File: src/assert_macros.svh
// ---------------------------------------------------------------------------
// Assertion helpers shared by the power block
// Clocked on clk, disabled while rst_n is low.
// ---------------------------------------------------------------------------
`ifndef ASSERT_MACROS_SVH
`define ASSERT_MACROS_SVH

// Same-cycle implication
`define ASSERT_SAME(label, ante, cons) \
  label: assert property (@(posedge clk) disable iff (!rst_n) (ante) |-> (cons)) \
    else $error("%m: same-cycle check failed");

// Next-cycle implication
`define ASSERT_NEXT(label, ante, cons) \
  label: assert property (@(posedge clk) disable iff (!rst_n) (ante) |=> (cons)) \
    else $error("%m: next-cycle check failed");

`endif

File: src/ipow_pkg.sv
// ---------------------------------------------------------------------------
// ipow_pkg
// Widths, defaults and the beat type carried down the power pipeline.
// ---------------------------------------------------------------------------
`timescale 1ns / 1ps

package ipow_pkg;

  // Data word width (base, power)
  localparam int WORD_W = 32;

  // Exponent field width on the input channel
  localparam int EXP_W = 32;

  // Default number of exponent bits scanned
  localparam int EXP_BITS_DEF = 32;

  // One beat in flight: running product, current base power, remaining bits
  typedef struct packed {
    logic [WORD_W-1:0] acc;
    logic [WORD_W-1:0] sq;
    logic [EXP_W-1:0]  exp;
  } ipow_item_t;

endpackage

File: src/ipow_stage.sv
// ---------------------------------------------------------------------------
// ipow_stage
// One bit of right-to-left square-and-multiply: fold the base power into
// the product when the low exponent bit is set, square the base power.
// ---------------------------------------------------------------------------
`timescale 1ns / 1ps
`include "assert_macros.svh"

module ipow_stage (
  input  logic                 clk,
  input  logic                 rst_n,
  input  logic                 en,
  input  logic                 in_valid,
  input  ipow_pkg::ipow_item_t in_item,
  output logic                 out_valid_r,
  output ipow_pkg::ipow_item_t out_item_r
);

  logic [ipow_pkg::WORD_W-1:0] acc_mul;
  logic [ipow_pkg::WORD_W-1:0] sq_mul;
  ipow_pkg::ipow_item_t        item_nxt;

  // Two independent low-half products, registered below
  assign acc_mul = in_item.acc * in_item.sq;
  assign sq_mul  = in_item.sq * in_item.sq;

  always_comb begin
    item_nxt.acc = in_item.exp[0] ? acc_mul : in_item.acc;
    item_nxt.sq  = sq_mul;
    item_nxt.exp = {1'b0, in_item.exp[ipow_pkg::EXP_W-1:1]};
  end

  // Valid bit
  always_ff @(posedge clk) begin
    if (!rst_n) begin
      out_valid_r <= 1'b0;
    end else if (en) begin
      out_valid_r <= in_valid;
    end
  end

  // Payload
  always_ff @(posedge clk) begin
    if (en) begin
      out_item_r <= item_nxt;
    end
  end

  // A clear exponent bit passes the product through untouched
  `ASSERT_NEXT(a_skip_holds_acc, en && in_valid && !in_item.exp[0],
               out_item_r.acc == $past(in_item.acc))
  // Remaining exponent bits only shift down
  `ASSERT_NEXT(a_exp_shifts, en && in_valid,
               out_item_r.exp[ipow_pkg::EXP_W-1] == 1'b0)

endmodule

File: config.mk
export PLATFORM = sky130hd
export DESIGN_NAME = ipow_stage
export DESIGN_NICKNAME = d
export VERILOG_FILES = /design/src/ipow_pkg.sv /design/src/ipow_stage.sv
export VERILOG_INCLUDE_DIRS = /design/src /design/src/src
export SDC_FILE = /design/constraint.sdc
export NUM_CORES = 2
export LEC_CHECK = 0
export BUFFER_PORTS_ARGS = -buffer_cell sky130_fd_sc_hd__buf_2
export CELL_PAD_IN_SITES_DETAIL_PLACEMENT = 0
export CELL_PAD_IN_SITES_GLOBAL_PLACEMENT = 1
export CORE_ASPECT_RATIO = 1.25
export CORE_MARGIN = 2
export CORE_UTILIZATION = 50
export DETAILED_ROUTE_END_ITERATION = 10
export GPL_TIMING_DRIVEN = 0
export PLACE_DENSITY_LB_ADDON = 0.15
export SETUP_SLACK_MARGIN = 0.15
export SLEW_MARGIN = 20
export SYNTH_ARGS = -nofsm -noshare
export SYNTH_HDL_FRONTEND = slang
export SYNTH_SLANG_ARGS = --single-unit
File: constraint.sdc
create_clock -name clk -period 10.8 [get_ports clk]
set_input_delay 1.62 -clock clk [delete_from_list [all_inputs] [get_ports clk]]
set_output_delay 1.62 -clock clk [all_outputs]
set_load 0.005 [all_outputs]
After elaboration in Yosys (flattened, before gate mapping)
Index checks and enable logic that the tools add are counted.
{"block": "totals", "elab_cells": 7, "ramBits": 0, "latchBits": 0, "regBits": 96, "rom_bits": 0, "mem_count": 0}
{"block": "op_classes", "n_div": 0, "n_lt_le_gt_ge": 0, "add_sub_neg": 0, "mux": 1, "shifts": 0, "mul": 2, "n_reduce_logical": 0, "n_bitwise": 0, "n_eq_ne": 0}
{"cell": "$mul 32x32->32", "n": 2}
{"cell": "$mux 32", "n": 1}

Depth between registers and ports, before layout
{"block": "depth", "word_depth": 2, "ltp_mapped": 28, "mapped_depth_nobuf": 26}

Worst setup path after synthesis
Ideal clock, no wire load.
{"block": "synth_timing", "kind": "input-to-reg", "startpoint": "in in_item[36] (netlist name)", "endpoint": "reg out_item_r[60] (netlist name) (data pin)", "stages": 24, "arrival_ns": 8.336, "setup_slack_ns": 2.329, "required_ns": 10.665, "path_cell_list": "clkbuf_1 > clkbuf_1 > nand2_1 > fa_1 > fa_1 > inv_1 > fa_1 > inv_1 > fa_1 > fa_1 > fa_1 > fa_1 > fa_1 > inv_1 > ha_1 > nand3_1 > nor2_1 > and3_1 > nand3_1 > o211ai_1 > a31o_1 > a311o_1 > or4b_1 > nand3_1"}
{"item": "from (decl)", "line_no": "ipow_stage.sv:14", "source": "input ipow_pkg::ipow_item_t in_item,"}
{"item": "to (signal assigned)", "line_no": "ipow_stage.sv:45", "source": "out_item_r <= item_nxt;"}
{"item": "to (decl)", "line_no": "ipow_stage.sv:16", "source": "output ipow_pkg::ipow_item_t out_item_r"}

==> qor.csv <==
stage,metric,value,unit
status,status,"complete, no violations",
die,core-area,63400,sq um
hold_path,hp-start,out_valid_r,
critical_path,cp.arrival,10.60,ns
timing,clock_skew,0,ns
timing,worst-slew-pin-transition,1.13,ns
clock_tree,cts_sinks,95,
clock_tree,ctsLongestPathBuffers,2,
grt,grt_pass1_vias,25971,
grt,grt_max_degree,81,
placement,place_ws,0.105,ns
synthesis,syn-cell-area,32200,sq um
detailed_routing,ant_nets,0,
die,ios,197,
synthesis,yosys_register_bits,95,
detailed_routing,viasPerCell,5.32,
synthesis,yosysSeqAreaShare,8.84,%
cells_and_area,drive_above_1_share,6.95,%
grt,antenna_found_initial,6,
cells_and_area,nets,4599,
synthesis,synthCells,3276,
critical_path,worstSetupStartpointType,input port,
synthesis,synth.area.top_cells,"fa_1 (48%), inv_1 (9.6%), ha_1 (9.6%)",
critical_path,crit_required,10.93,ns
critical_path,critPathMaxFanout,10,
die,initial_core_util,50.7,%
synthesis,synth_top_area_share,48.3,%
hold_path,hold_path_depth,2,
grt,grtUsageTotal,32.2,%
timing,fin_crit,10.47,ns
run,drv_cap,0,
clock_tree,clk_latency,0.39,ns
synthesis,async_flop_share,0,%
clock_tree,cts.repair.resized,0,
placement,hpwl,87.0,mm
placement,io_buffers,189,
detailed_routing,routed_wirelength,101,mm
timing,post-route-period-util,96.9,%
synthesis,synth_edf_count,94,
clock_tree,htree_num_levels,3,
timing,rsz0062_at_grt,false,
critical_path,timing.rr.end,out_valid_r,
detailed_routing,drt-initial-drc-count,1444,
synthesis,yosysUniqueCellTypes,60,
clock_tree,cts_tree,yes,
die,die_y,288,um
critical_path,rr_worst_depth,2,
synthesis,synth_most_common_cell,inv_1,
clock_tree,postCtsSetupRepairBufs,0,
clock_tree,cts_buffers,9,
synthesis,synth.largest_area_cell,fa_1,
die,die_area,66400,sq um
detailed_routing,dr.pass1.iters,5,
cells_and_area,area_growth,7.29,%
synthesis,ys.flop_type,edfxtp_1,
critical_path,rrSetupSlack,10.18,ns
clock_tree,postCtsHoldBufs,0,
clock_tree,path_clk_slew,0.08,ns
clock_tree,cts_root_buf,clkbuf_16,
critical_path,r2r-start,out_valid_r,
synthesis,ys_warn_count,0,
timing,finalSetupViolCount,0,
grt,gr-total-overflow,0,
timing,slew_violations,0,
timing,finalWorstSetupSlack,0.332,ns
detailed_routing,drc,0,
placement,place_congestion,0.971,
hold_path,min_path_type,flop to flop,
timing,hold_violations,0,
synthesis,synthTopCellsByCount,"inv_1 (824), fa_1 (775), and2_1 (442)",
detailed_routing,wire_per_inst,23.4,um
synthesis,synth.avg_cell_area,9.81,sq um
timing,slew_headroom,24.6,%
critical_path,critPathKind,input port to flop,
timing,fmax,0.0955,GHz
detailed_routing,vias,23023,
grt,grt_pass1_wl,156,mm
hold_path,min_to,out_valid_r,
die,fp.dieW,231,um
die,num_rows,103,
critical_path,end_kind,flop,
cell usage in the layout (no fill, tap or decap), drive strengths merged, types with 4 or more instances in the layout:
master and instances:
a21oi 46, nor3 11, and3 6, xor2 33
nand2b 4, ha 246, inv 828, buf 193
edfxtp 94, nor2b 12, o31ai 4, a21o 41
nand3 10, o21bai 8, nor3b 5, o21ai 18
xnor2 99, clkbuf 157, fa 775, and2 442
diode 8, a31oi 4, nand2 343, a211oi 4
o211ai 5, o21a 4, nor2 23, mux2 25
state kept, by name (all words and copies together), names as in the netlist:
name	flops
out_item_r	94
out_valid_r	1
through the flow:
stage | instance area (sq um) | util (%) | hold WS (ns) | instances | setup TNS, ns
after floorplan | 32200 | - | 0.507 | 3277 | 0
after global placement | 34200 | 53.9 | 0.495 | 4306 | -0.145
after detailed placement | 34200 | 53.9 | 0.513 | 4307 | 0
after CTS | 34500 | 54.4 | 0.532 | 4323 | 0
after global routing | 34500 | 54.4 | 0.586 | 4323 | 0
final | 34500 | 54.4 | 0.531 | 4331 | 0
metal layers:
metal / part of all wire (%) / track usage (%)
met3: 5.7 / 4.72
met2: 50 / 55.7
met5: 0.026 / 0
met4: 6.3 / 17.5
met1: 38 / 39.0
cell families (layout without fill, tap and decap cells):
kind of cell / after synthesis / in the layout / share of synthesized area [%]
buffers and inverters: 975 / 1181 / 11.4
AOI/OAI and AO/OA: 157 / 157 / 3.35
DFF: 95 / 95 / 8.84
and+or+nand+nor: 868 / 868 / 14.0
other: 1 / 10 / 0.0117
xor gates and xnor gates: 132 / 132 / 3.60
adders and majority gates: 1021 / 1021 / 57.8
muxes: 27 / 27 / 0.938
cell type report:
cell class | count | area (sq um)
diodes | 8 | 20.0
plain buffers | 151 | 576
clock buffers | 9 | 225
clock inverters | 7 | 61.3
fillers | 5857 | 28900
inverters | 824 | 3090
multi-input cells | 2207 | 25600
flip-flops and latches | 95 | 2840
well taps | 840 | 1050
repair buffers | 190 | 980
worst max path at each step:
stage                           start             end  slack [ns]  cells after the start
after detailed placement  in_item[36]  out_item_r[95]        0.10                     23
final                     in_item[36]  out_item_r[95]        0.33                     23
after floorplan           in_item[36]  out_item_r[60]        2.33                     24
after CTS                 in_item[36]  out_item_r[95]        0.48                     23
after global routing      in_item[36]  out_item_r[95]        0.16                     23
after global placement    in_item[36]  out_item_r[95]       -0.15                     23
worst max-delay path: stages:
cell and delay [ns]:
buf_2 0.12, clkbuf_1 0.77, clkbuf_1 0.79, and2_1 0.26
fa_1 0.41, inv_1 0.08, fa_1 0.42, fa_1 0.48
fa_1 0.55, inv_1 0.05, fa_1 0.48, fa_1 0.57
fa_1 0.45, fa_1 0.47, ha_1 0.37, and3_1 0.26
and2_1 0.21, nand2_1 0.08, o311ai_1 0.68, a41oi_1 0.32
o21ai_1 0.55, xnor2_1 0.23, mux2_2 0.36
Power is not shown: default switching activity piles up to over one toggle a cycle in this logic, so the estimate is an artifact.
