--- config.mk ---
export PLATFORM = sky130hd
export DESIGN_NAME = ipow_out_buf_flat
export DESIGN_NICKNAME = d
export VERILOG_FILES = /design/src/ipow_pkg.sv /design/src/ipow_if.sv /design/src/ipow_out_buf.sv /design/src/flat_wrapper.sv
export VERILOG_INCLUDE_DIRS = /design/src /design/src/src
export SDC_FILE = /design/constraint.sdc
export NUM_CORES = 1
export LEC_CHECK = 0
export ABC_AREA = 1
export ABC_CLOCK_PERIOD_IN_PS = 7400
export CORE_MARGIN = 2
export CORE_UTILIZATION = 45
export CTS_CLUSTER_DIAMETER = 80
export DETAILED_ROUTE_END_ITERATION = 10
export DONT_BUFFER_PORTS = 1
export HOLD_SLACK_MARGIN = 0.06
export PLACE_DENSITY_LB_ADDON = 0.25
export SLEW_MARGIN = 5
export SYNTH_ARGS = -nofsm -noshare
export SYNTH_HDL_FRONTEND = slang
export SYNTH_SLANG_ARGS = --single-unit
--- constraint.sdc ---
create_clock -name clk -period 7.4 [get_ports clk]
set_clock_uncertainty 0.05 [all_clocks]
set_input_delay 0.74 -clock clk [delete_from_list [all_inputs] [get_ports clk]]
set_output_delay 0.74 -clock clk [all_outputs]
set_load 0.02 [all_outputs]
--- src/assert_macros.svh ---
// ---------------------------------------------------------------------------
// Assertion helpers shared by the power block
// Clocked on clk, disabled while rst_n is low.
// ---------------------------------------------------------------------------
`ifndef ASSERT_MACROS_SVH
`define ASSERT_MACROS_SVH

// Same-cycle implication
`define ASSERT_SAME(label, ante, cons) \
  label: assert property (@(posedge clk) disable iff (!rst_n) (ante) |-> (cons)) \
    else $error("%m: same-cycle check failed");

// Next-cycle implication
`define ASSERT_NEXT(label, ante, cons) \
  label: assert property (@(posedge clk) disable iff (!rst_n) (ante) |=> (cons)) \
    else $error("%m: next-cycle check failed");

`endif

--- src/ipow_pkg.sv ---
// ---------------------------------------------------------------------------
// ipow_pkg
// Widths, defaults and the beat type carried down the power pipeline.
// ---------------------------------------------------------------------------
`timescale 1ns / 1ps

package ipow_pkg;

  // Data word width (base, power)
  localparam int WORD_W = 32;

  // Exponent field width on the input channel
  localparam int EXP_W = 32;

  // Default number of exponent bits scanned
  localparam int EXP_BITS_DEF = 32;

  // One beat in flight: running product, current base power, remaining bits
  typedef struct packed {
    logic [WORD_W-1:0] acc;
    logic [WORD_W-1:0] sq;
    logic [EXP_W-1:0]  exp;
  } ipow_item_t;

endpackage

--- src/ipow_if.sv ---


interface ipow_out_if;
  logic                                     valid;
  logic                                     ready;
  logic signed [ipow_pkg::WORD_W-1:0]       power;

  modport source (output valid, output power, input ready);
  modport sink   (input valid, input power, output ready);
endinterface

--- src/ipow_out_buf.sv ---
// ---------------------------------------------------------------------------
// ipow_out_buf
// Output register plus skid slot; freezes the pipeline only once the skid
// slot holds a beat.
// ---------------------------------------------------------------------------
`timescale 1ns / 1ps
`include "assert_macros.svh"

module ipow_out_buf (
  input  logic                        clk,
  input  logic                        rst_n,
  input  logic                        pipe_valid,
  input  logic [ipow_pkg::WORD_W-1:0] pipe_data,
  output logic                        pipe_en,
  ipow_out_if.source                  out_if
);

  logic                        out_valid_r;
  logic [ipow_pkg::WORD_W-1:0] out_data_r;
  logic                        skid_valid_r;
  logic [ipow_pkg::WORD_W-1:0] skid_data_r;

  // Pipeline moves whenever the skid slot is empty
  assign pipe_en = !skid_valid_r;

  assign out_if.valid = out_valid_r;
  assign out_if.power = out_data_r;

  // Control
  always_ff @(posedge clk) begin
    if (!rst_n) begin
      out_valid_r  <= 1'b0;
      skid_valid_r <= 1'b0;
    end else if (skid_valid_r) begin
      if (out_if.ready) begin
        out_valid_r  <= 1'b1;
        skid_valid_r <= 1'b0;
      end
    end else if (!out_valid_r || out_if.ready) begin
      out_valid_r <= pipe_valid;
    end else if (pipe_valid) begin
      skid_valid_r <= 1'b1;
    end
  end

  // Data
  always_ff @(posedge clk) begin
    if (skid_valid_r) begin
      if (out_if.ready) begin
        out_data_r <= skid_data_r;
      end
    end else if (!out_valid_r || out_if.ready) begin
      out_data_r <= pipe_data;
    end else if (pipe_valid) begin
      skid_data_r <= pipe_data;
    end
  end

  // Skid slot is only ever behind a held output beat
  `ASSERT_SAME(a_skid_behind_out, skid_valid_r, out_valid_r)
  // A tail beat that meets a held output beat lands in the skid slot
  `ASSERT_NEXT(a_skid_fill, pipe_en && pipe_valid && out_valid_r && !out_if.ready,
               skid_valid_r && out_valid_r)

endmodule
--- src/flat_wrapper.sv ---
// flat-port wrapper written by rule: the top's interface ports become plain ports
module ipow_out_buf_flat 
  (clk, rst_n, pipe_valid, pipe_data, pipe_en, out_if_valid, out_if_power, out_if_ready);
  ipow_out_if out_if_i ();
  input  logic clk;
  input  logic rst_n;
  input  logic pipe_valid;
  input  logic [ipow_pkg::WORD_W-1:0] pipe_data;
  output logic pipe_en;
  output wire logic [$bits(out_if_i.valid)-1:0] out_if_valid;
  output wire logic [$bits(out_if_i.power)-1:0] out_if_power;
  input wire logic [$bits(out_if_i.ready)-1:0] out_if_ready;
  assign out_if_valid = out_if_i.valid;
  assign out_if_power = out_if_i.power;
  assign out_if_i.ready = out_if_ready;
  ipow_out_buf u_core (.clk(clk), .rst_n(rst_n), .pipe_valid(pipe_valid), .pipe_data(pipe_data), .pipe_en(pipe_en), .out_if(out_if_i));
endmodule
**Word level (Yosys, flattened, before mapping)**

Cells that the tools add are included.

- $add $sub $neg: 0
- Multiply operators: 0
- Div/mod/pow operators: 0
- Order comparisons: 0
- Equality and inequality tests: 1
- Shift operators: 0
- Multiplexer cells: 10
- Bitwise gates (word level): 2
- Reduce and logical (&&, ||, !) cells: 6

Operators by type and width:

| cell | number |
|---|---|
| 32-bit 2-to-1 mux | 3 |
| 1-bit 2-to-1 mux | 7 |
| 3-bit AND reduction | 1 |
| 1-bit zero test | 2 |
| 2-bit inequality test, second input constant | 1 |
| 1-bit NOT | 2 |
| 2-bit AND reduction | 1 |
| 2-bit nonzero test | 1 |
| 1-bit logical OR | 1 |

- Register bits after elaboration: 66
- Latch bits: 0
- Bits in writable memories: 0
- ROM bits: 0
- Bits of input ports: 36
- Output and inout bits: 34
- Logic and storage cells: 23
- Memories: 0

**Logic depth before layout (Yosys ltp)**

Gate-level depths: netlist (run 1).

- Word-level depth: 4
- Depth in mapped cells: 6
- Gate-level depth less buffers: 5

**Least setup slack after synthesis (run 1)**

Ideal clock, no wire load.

- Path kind: reg2reg
- From: register u_core.skid_valid_r
- To: register u_core.out_data_r, in the netlist u_core.out_if.power[0], enable pin
- Setup time: 0.466 ns
- Arrival: 2.724 ns
- Required time: 6.884 ns
- Slack: 4.161 ns
- Stages on the path, launching flop included: 3
- Path buffers: 1
- Clock period less this slack: 3.239 ns
- Cells stage by stage: dfxtp_1 > buf_6 > o21ai_0

- Word-level cells in the longest chain between the ends: 2
- Elaborated cells between the ends (all ways): 3
- Classes of those cells: 1 x eq/ne; 2 x reduce/logical

RTL lines:

| what | RTL line | source |
|---|---|---|
| start, declared | ipow_out_buf.sv:20 | `logic skid_valid_r;` |
| start signal, assigned | ipow_out_buf.sv:33 | `skid_valid_r <= 1'b0;` |
| start signal, assigned | ipow_out_buf.sv:37 | `skid_valid_r <= 1'b0;` |
| start signal, assigned | ipow_out_buf.sv:42 | `skid_valid_r <= 1'b1;` |
| 2-bit inequality test (no source line) / 2-bit nonzero test (equally long branches) | n/a |  |
| 2-bit AND reduction (no source line) * | n/a |  |
| end signal, assigned | ipow_out_buf.sv:50 | `out_data_r <= skid_data_r;` |
| end signal, assigned | ipow_out_buf.sv:53 | `out_data_r <= pipe_data;` |
| end, declared | ipow_out_buf.sv:19 | `logic [ipow_pkg::WORD_W-1:0] out_data_r;` |

Every way passes the cells marked *; elsewhere a longest branch is shown, timed or not.
A chain may end at the register's enable or synchronous reset.

**Final worst setup path (run 1)**

- From: register u_core.skid_valid_r
- To: output pipe_en

- Word-level cells in the longest chain between the ends: 1

RTL lines:

| what | RTL line | source |
|---|---|---|
| 1-bit zero test | ipow_out_buf.sv:24 | `assign pipe_en = !skid_valid_r;` |
| end, declared | flat_wrapper.sv:9 | `output logic pipe_en;` |

Every way passes these cells.

==> impl_metrics.ini, run 1 <==
[status]
outcome = finished, final reports clean

[detailed_routing]
ant_nets = 0
num_vias = 1284
drtIter0Drc = 101
first_pass_iters = 4
viasPerCell = 4.76
drc = 0
finalWirelength_um = 4230
wire_per_inst_um = 15.7

[cts]
cts_buffer_depth = 2
h-tree-depth = 3
root_buffer = clkbuf_8
insertion_delay_ps = 330
postCtsHoldBufs = 0
cts.repair.resized = 0
cts_made_buffers = 9
tritoncts = built
cts.sinks = 66
post_cts_buffers = 0
clk_pin_slew_worst_paths_ps = 70

[timing]
slew_headroom = 0.328
finalCriticalPeriod_ps = 2160
fmax_mhz = 463
hold_viol = 0
worst_pin_slew_ps = 1000
rsz0062_at_grt = false
fin_hold_ws_ps = 453
final.setup.tns_ps = 0
drv_slew = 0
worst_slack_ps = 5240
post-route-period-util = 0.292
finalSetupViolCount = 0

[layout]
area_growth_pct = 7.09
nets = 229
fillCellCount = 500
post-route-util = 0.497
diodes = 0
seqCellArea_um2 = 1960
multiInputGateArea_um2 = 468
drive_gt1_frac = 0.177

[worst_setup_path]
cp.required_ps = 6610
worstSetupStartpointType = flop
arrival_ps = 1370
cp_max_fo = 34
critical_path.endpoint_type = output port
path_class = flop to output port

[die]
die_w_um = 79.1
io_pins = 70
core_area_um2 = 5470
dieArea_um2 = 6260
die_h_um = 79.1
start_util = 0.464
row_count = 27

[synthesis]
synth_ff_type = edfxtp_1
postSynthAreaPerCell_um2 = 13.6
ys_top_cells_by_area = edfxtp_1 76%, nand2_1 12%, nand2_2 4.7%, buf_12 1.6%, dfxtp_1 1.6%
synth_area_um2 = 2540
synth_edf_count = 64
yosysTopAreaCell = edfxtp_1
ys_seq_elements = 66
synth_top_area_frac = 0.756
seq_area_frac_synth = 0.772
synth_cell_type_count = 13
synth_common_cells = 83 x nand2_1, 64 x edfxtp_1, 19 x nand2_2, 6 x inv_1, 3 x buf_6
yosysWarnings = 0
ys_async_sr_fraction = 0
syn_nets = 223
synthCells = 187
synth.most_common_cell = nand2_1

[placed_design]
placement.io_buffers = 0
dp_hpwl_um = 2890
place_congestion = 0.649
pre_cts_slack_ps = 5270

[global_route]
grt_start_max_net_pins = 35
grt-ovfl-total = 0
antenna_found_initial = 0
grt_pass1_wl_um = 6480
grt.total_usage = 0.144
grt_pass1_vias = 1286

[power_and_ir_drop]
ir_worst_vdd_uv = 102
power_density_nw_per_um2 = 268
leakage_nw = 1.06

[run]
maxCapViolCount = 0

[hold_path]
hold_class = input port to flop
final cells by class:
class,instances,share of cell area
repair buffers,2,0.00552
well taps,72,0.0331
inverters,7,0.0124
clock buffers,11,0.0483
flip-flops and latches,66,0.721
multi-input cells,107,0.172
clock inverters,5,0.00782
placed cells by master (no fill, tap or decap):
master,n
a21oi_2,1
clkbuf_8,9
clkbuf_1,2
inv_1,6
buf_4,2
dfxtp_1,2
clkinv_2,2
nand3_1,1
nand2_2,19
nor2_1,2
clkinv_1,3
nand2_1,83
inv_8,1
edfxtp_1,64
o21ai_4,1
metal layers:
metal,GRT usage,wire length (um),vias to the layer above,part of all wire
met5,0,0,-,0
met4,0.0983,118,0,0.028
met3,0.0545,327,10,0.077
met2,0.220,2080,45,0.49
met1,0.167,1710,599,0.40
li1,-,-,630,-
worst max-delay path, stage by stage (launching register included):
cell and delay [ps]:
dfxtp_1 460, buf_4 390, inv_8 190
state kept, by name, indices dropped and copies added (netlist names):
signal and flops:
u_core.out_if.power 32, u_core.skid_data_r 32, u_core.out_if.valid 1, u_core.skid_valid_r 1
worst paths after layout:
kind / from / endpoint / slack [ps] / depth (start not counted)
worst max-delay path: u_core.skid_valid_r / pipe_en / 5240 / 2
worst max register to register: u_core.out_if.valid / u_core.skid_data_r[19] / 5440 / 5
worst min-delay path: pipe_data[14] / u_core.skid_data_r[14] / 450 / 0
worst min register to register: u_core.skid_data_r[10] / u_core.out_if.power[10] / 470 / 2
stage by stage:
step	total power [W]	cells	cell area [um2]
global route	0.000757	270	2720
finish	0.000729	270	2720
global placement	0.000498	254	2570
detailed placement	0.000500	254	2570
floorplan	0.000493	187	2540
CTS	0.000738	270	2720
cells by family (layout without fill, tap and decap cells):
group,Yosys count,in the layout,synth area share
AOI/OAI and AO/OA,2,2,0.00541
buffers and inverters,14,25,0.0482
DFF,66,66,0.772
and+or+nand+nor,105,105,0.174
power breakdown:
group / total [W] / switching, W / internal (W) / leakage (nW)
Sequential: 0.000465 / 0.0000287 / 0.000436 / 0.639
Combinational: 0.0000256 / 0.0000175 / 0.00000815 / 0.340
Clock: 0.000238 / 0.000121 / 0.000117 / 0.0796
Total: 0.000729 / 0.000167 / 0.000562 / 1.06
(Power assumes the default switching activity.)
==> run 2, diff against run 1 <==
ABC_CLOCK_PERIOD_IN_PS = 2230   (was 7400)
clock period = 2.23 ns   (was 7.4 ns; I/O delays follow)
==> impl_metrics.ini, run 2 (synthesis gave the netlist of run 1 again) <==
[timing]
fin_hold_ws_ps = 94.7
drv_slew = 0
finalCriticalPeriod_ps = 1660
worst_pin_slew_ps = 381
post-route-period-util = 0.744
final.setup.tns_ps = 0
slew_headroom = 0.746
finalSetupViolCount = 0
hold_viol = 0
fmax_mhz = 603
rsz0062_at_grt = false

[cts]
cts.sinks = 66
tritoncts = built
root_buffer = clkbuf_8
post_cts_buffers = 0
cts_made_buffers = 9
insertion_delay_ps = 330
postCtsHoldBufs = 35
cts_buffer_depth = 2
clk_pin_slew_worst_paths_ps = 70
cts.repair.resized = 0
h-tree-depth = 3

[run]
maxCapViolCount = 0

[die]
core_area_um2 = 5470
die_h_um = 79.1
row_count = 27
start_util = 0.464
die_w_um = 79.1
io_pins = 70
dieArea_um2 = 6260

[detailed_routing]
drc = 0
wl_met1_um = 1960
ant_nets = 0
met2WireLength_um = 2320
num_vias = 1483
dr.max_layer_used = met4
wl_met3_um = 336
finalWirelength_um = 4700
wire_per_inst_um = 15.1
drtIter0Drc = 116
viasPerCell = 4.75
first_pass_iters = 4

[worst_setup_path]
path_class = flop to flop
worstSetupStartpointType = flop
cp.required_ps = 2410
arrival_ps = 1840
r2r_cells = 7
cp_max_fo = 16
critical_path.endpoint_type = flop

[placed_design]
dp_hpwl_um = 3100
place_congestion = 0.699
placement.io_buffers = 0

[layout]
post-route-util = 0.571
area_growth_pct = 22.9
nets = 271
final_cell_mix = 83 x nand2_1, 64 x edfxtp_1, 35 x dlygate4sd3_1
layout_commonest_cell = nand2_1
drive_gt1_frac = 0.175
diodes = 0

[global_route]
antenna_found_initial = 0
grt_start_max_net_pins = 23
grt_pass1_vias = 1390
grt_pass1_wl_um = 7040
grt.total_usage = 0.154
grt-ovfl-total = 0

[power_and_ir_drop]
switching_share = 0.234
power.switching_w = 0.000584
ir_worst_vdd_uv = 333
p_comb_frac = 0.062
p_total_w = 0.00249
power_frac_seq = 0.619
power_density_nw_per_um2 = 798
intPower_w = 0.00191
p_clk_frac = 0.318
leakage_nw = 1.24

[hold_path]
holdPathStages = 4
hold_class = input port to flop

[status]
outcome = finished, final reports clean
## run 2: worst max-delay path, cell delays in order (launching register included)
cell,delay (ps)
dfxtp_1,470
inv_8,30
buf_4,220
nand2_1,90
nand3_1,70
nand2_1,50
dlygate4sd3_1,540
inv_1,40
## run 2: layout make-up
| class | count | area (um2) |
|---|---|---|
| repair buffers | 44 | 418 |
| flip-flops and latches | 66 | 1960 |
| well taps | 72 | 90.1 |
| fillers | 473 | 2350 |
| inverters | 7 | 33.8 |
| clock buffers | 11 | 131 |
| multi-input cells | 107 | 468 |
| clock inverters | 5 | 21.3 |
## run 2: power groups by stage
stage               sequential [W]  clock, W  combinational, W
floorplan                  0.00156         0         0.0000762
global placement           0.00157         0         0.0000894
detailed placement         0.00157         0         0.0000949
CTS                        0.00155  0.000814          0.000157
global route               0.00155  0.000868          0.000173
finish                     0.00154  0.000793          0.000156
## run 2: final timing paths
check                              from                      to  slack [ps]
hold reg to reg   u_core.skid_data_r[1]  u_core.out_if.power[1]         470
setup reg to reg    u_core.skid_valid_r     u_core.out_if.valid         570
hold / removal               pipe_valid     u_core.skid_valid_r          90
setup / recovery    u_core.skid_valid_r     u_core.out_if.valid         570
## run 2: through the flow
| step | std cells | area (um2) | worst slack, ps |
|---|---|---|---|
| global placement | 261 | 2620 | 792 |
| detailed placement | 261 | 2620 | 759 |
| global route | 312 | 3120 | 485 |
| floorplan | 187 | 2540 | 462 |
| finish | 312 | 3120 | 571 |
| CTS | 312 | 3120 | 560 |
## run 2: layer usage
metal  vias up  GRT usage
li1        716          -
met1       700      0.194
met2        58      0.235
met3         9     0.0636
met4         0     0.0690
met5         -          0
